**src/chkv_pkg.sv**
```systemverilog
`timescale 1ns / 1ps
package chkv_pkg;

  localparam int unsigned DefSlots = 1024;
  localparam int unsigned KeyW     = 31;
  localparam int unsigned ValW     = 32;

  localparam logic signed [ValW-1:0] NegOne = '1;

  typedef enum logic [1:0] {
    REQ_SEARCH = 2'd0,
    REQ_INSERT = 2'd1,
    REQ_ERASE  = 2'd2
  } req_type_e;

  typedef enum logic [1:0] {
    ST_OK        = 2'd0,
    ST_NOT_FOUND = 2'd1,
    ST_FULL      = 2'd2
  } status_e;

  typedef enum logic [2:0] {
    S_CLEAR,
    S_IDLE,
    S_HOME,
    S_READ,
    S_CHECK,
    S_SCAN,
    S_LINK
  } state_e;

  typedef struct packed {
    logic [1:0]             req_type;
    logic [KeyW-1:0]        key;
    logic signed [ValW-1:0] value;
  } req_t;

  typedef struct packed {
    status_e                status;
    logic signed [ValW-1:0] found_value;
  } rsp_t;

endpackage

```
**src/chkv_home.sv**
```systemverilog
`timescale 1ns / 1ps
module chkv_home #(
  parameter int unsigned Slots = chkv_pkg::DefSlots
) (
  input  logic                           clk_i,
  input  logic                           rst_ni,
  input  logic                           start_i,
  input  logic [chkv_pkg::KeyW-1:0]      key_i,
  output logic                           done_o,
  output logic [$clog2(Slots)-1:0]       home_o
);
  import chkv_pkg::*;

  localparam int unsigned IdxW = $clog2(Slots);

  if ((Slots & (Slots - 1)) == 0) begin : g_pow2
    logic            done_q;
    logic [IdxW-1:0] home_q;

    // home slot is just the low key bits
    always_ff @(posedge clk_i or negedge rst_ni) begin
      if (!rst_ni) begin
        done_q <= 1'b0;
      end else begin
        done_q <= start_i;
      end
    end

    always_ff @(posedge clk_i) begin
      if (start_i) begin
        home_q <= key_i[IdxW-1:0];
      end
    end

    assign done_o = done_q;
    assign home_o = home_q;
  end else begin : g_recip
    localparam int unsigned     Shift  = KeyW + IdxW;
    localparam int unsigned     ProdW  = 2 * KeyW + 1;
    localparam longint unsigned RecipL =
        ((64'd1 << Shift) + 64'(Slots) - 64'd1) / 64'(Slots);
    localparam logic [KeyW:0]   Recip  = (KeyW+1)'(RecipL);
    localparam logic [IdxW-1:0] SlotsI = IdxW'(Slots);

    logic             mul_q, sub_q, done_q;
    logic [KeyW-1:0]  key_q;
    logic [IdxW-1:0]  quo_q;
    logic [IdxW-1:0]  rem_q;
    logic [ProdW-1:0] prod;

    // quotient by reciprocal multiply; only its low bits matter for the remainder
    assign prod = ProdW'(key_q) * ProdW'(Recip);

    always_ff @(posedge clk_i or negedge rst_ni) begin
      if (!rst_ni) begin
        mul_q  <= 1'b0;
        sub_q  <= 1'b0;
        done_q <= 1'b0;
      end else begin
        mul_q  <= start_i;
        sub_q  <= mul_q;
        done_q <= sub_q;
      end
    end

    // remainder is below slots, so the low index bits give it exactly
    always_ff @(posedge clk_i) begin
      if (start_i) begin
        key_q <= key_i;
      end
      quo_q <= prod[Shift +: IdxW];
      rem_q <= key_q[IdxW-1:0] - quo_q * SlotsI;
    end

    assign done_o = done_q;
    assign home_o = rem_q;
  end

endmodule

```
**config.mk**
```make
export PLATFORM = sky130hd
export DESIGN_NAME = chkv_home
export DESIGN_NICKNAME = d
export VERILOG_FILES = /design/src/chkv_pkg.sv /design/src/chkv_home.sv
export SDC_FILE = /design/constraint.sdc
export NUM_CORES = 1
export LEC_CHECK = 0
export BUFFER_PORTS_ARGS = -buffer_cell sky130_fd_sc_hd__buf_4
export CORE_AREA = 2 2 39 41
export CTS_CLUSTER_DIAMETER = 80
export DETAILED_ROUTE_END_ITERATION = 6
export DIE_AREA = 0 0 41 43
export GPL_TIMING_DRIVEN = 0
export PLACE_DENSITY = 0.68
export SLEW_MARGIN = 40
export SYNTH_ARGS = -nofsm -noshare
export SYNTH_HDL_FRONTEND = slang
export SYNTH_SLANG_ARGS = --single-unit
```
**constraint.sdc**
```tcl
create_clock -name clk_i -period 0.8 [get_ports clk_i]
set_input_delay 0.08 -clock clk_i [delete_from_list [all_inputs] [get_ports clk_i]]
set_output_delay 0.08 -clock clk_i [all_outputs]
set_load 0.05 [all_outputs]
```
# Yosys cells after proc, flatten, opt, wreduce, memory -nomap -nowiden
# Cells that the tools add are included.
# totals
ff_bits	11
elab_cells	2
out_inout_bits	11

# Longest topological paths before layout
# logic_depth
depth_word	0
depth_mapped	0
ltp_nobuf	0

# Worst setup path after synthesis
# No wires, ideal clock.
# synth_timing
kind	reg-to-output
start	register g_pow2.home_q[0], in the netlist home_o[0]
end	output port home_o[0]
arrival_ns	0.601
t_required_ns	0.720
n_path_buf	0
path_stages_with_launch	1
path_slack_ns	0.119
cell_sequence	edfxtp_1
# synth_rtl
item	line	rtl
from (decl)	chkv_home.sv:18	logic [IdxW-1:0] home_q;
from (signal assigned)	chkv_home.sv:31	home_q <= key_i[IdxW-1:0];
to (decl)	chkv_home.sv:10	output logic [$clog2(Slots)-1:0] home_o
# No word-level cell between the ends.

# Final worst setup path
# layout_timing
start	register g_pow2.home_q[4], in the netlist home_o[4]
end	output port home_o[4]
# No word-level cell between the ends.

==> out/results.ini <==
[power_and_ir_drop]
power_density_mw_per_mm2=2010
leakagePower_nw=0.2947
ir_drop_mv=1.125

[drt]
vias=236
routed_via_density=3.631
wl_per_cell_um=10.35
drcViolationCount=0
wirelength_um=673
drtAntennaViolNets=0
drt_iter0_drc=2
firstDrtPassIters=2

[cells_and_area]
multiInputGateArea_um2=0
antennaDiodeCount=0
final_nets=84
multi_input_gates=0
areaGrowthSynthToFinish_pct=113.8
stdcell_area_um2=695.7
drive_gt1_frac=0.5306

[place]
io_buffer_count=23
placed_cell_area_um2=518.0
gp_congestion=0.6097

[logic_synthesis]
synthCells=11
ys_seq_area_frac=1.000
synth.distinct_cells=2
synth_top_area_cell=edfxtp_1
synth.top_cell.area_share=0.9231
synth_warnings=0
ys_top_cells_by_area=edfxtp_1 (92%), dfrtp_1 (7.7%)
syn_nets=45
synth_seq_cells=11
netlist_area_um2=325.3
syn-mean-instance-area_um2=29.57

[clock_network]
clock_path_buffers=2
htree_levels=1
cts_root_buf=clkbuf_4
cts_buffers=3
clock-sinks=11
cts_tree=yes
clk_pin_slew_ps=70

[job]
maxCapViolations=0

[timing]
rsz0062_at_grt=true
fin_crit_sh=1.135
finalWorstSetupSlack_ps=-107.9
hold_ws_ps=36.62
worst_pin_slew_ps=141.5
hold_violations=0
min_period_ps=907.9
fmax_ghz=1.101
final-setup-viol-count=11
setup-tns-final_ps=-876.7
slew_headroom=0.9057
final_max_slew_viol_count=0

[status]
status=finished with violations
violations=negative setup slack

[critical_path]
slowest_stage=edfxtp_1
cp_num_buf_inv=1
max_stage_delay_ps=400
endpoint_kind=primary output
path_delay_family=flip-flops
critPathRequiredTime_ps=720
path_cells=buf_6
path_max_fanout=1
startpoint_type=flip-flop
setup.worst_path.class=reg -> out
cp.arrival_ps=830

[die]
ios=45
start_util=0.2351
rows=14
coreArea_mm2=0.001384
fp.dieH_um=43
dieWidth_um=41
die_area_mm2=0.001763

[hold_path]
hold_class=in -> reg

[global_routing]
antenna_found_initial=0
grt-ovfl-total=0
grt_pass1_wl_mm=1.035
grt_use_total=0.09826
grt_pass1_vias=267
grt_max_degree=12

-- logic make-up (layout without fill, tap and decap cells) --
family	Yosys count	after routing	synth area share
flops	11	11	1.000
buf+inv	0	38	0
-- Yosys cell counts --
cell       n
edfxtp_1  10
dfrtp_1    1
-- cells in the final DEF, fill, tap and decap left out --
cell type,instances
dlygate4sd3_1,11
buf_6,11
clkbuf_1,1
dfrtp_1,1
edfxtp_1,10
clkbuf_4,3
buf_4,12
-- cell type report --
type / count / area (um2)
clock buffer: 4 / 26.28
sequential: 11 / 325.3
fill: 123 / 688.2
tap: 16 / 20.02
timing repair buffer: 34 / 324.1
-- repair_timing --
action / 4_1_cts / 5_1_grt
setup endpoints to repair: 11 / 11
hold endpoints to repair: 11 / 0
buffers inserted: 0 / 0
hold buffers: 11 / 0
pin swaps: 0 / 0
resized for setup: 11 / 0
-- power breakdown --
group | internal [mW] | switching, mW | leakage, nW
logic | 0.150 | 0.191 | 0.170
clock network | 0.192 | 0.170 | 0.0150
registers | 0.676 | 0.0179 | 0.110
total | 1.02 | 0.380 | 0.295
-- sequential cells by signal, indices dropped and copies added, names as in the netlist --
register	cells
home_o	10
done_o	1
-- metal layers --
layer,global-route usage,routed length [um],up-vias
li1,-,-,119
met1,0.08904,266,94
met2,0.1406,282,23
met3,0.06806,124,0
met4,0.08000,0,0
met5,0,0,-
-- metrics by stage --
stage	utilization	power [mW]	instances	setup WS [ps]
final	0.5027	1.398	65	-107.9
after global routing	0.5027	1.468	65	-140.2
after CTS	0.5027	1.414	65	-119.7
after detailed placement	0.3743	0.9731	50	157.8
after global placement	0.3743	0.9703	50	157.7
after floorplan	-	0.8549	11	119.4
-- path summary, 6_finish.rpt --
check	startpoint	end	slack [ps]	cells past startpoint
setup / recovery	home_o[4]	home_o[4]	-110	1
hold / removal	start_i	done_o	40	1
max in group asynchronous	rst_ni	done_o	590	2
min in group asynchronous	rst_ni	done_o	130	2
(Power assumes the default switching activity.)
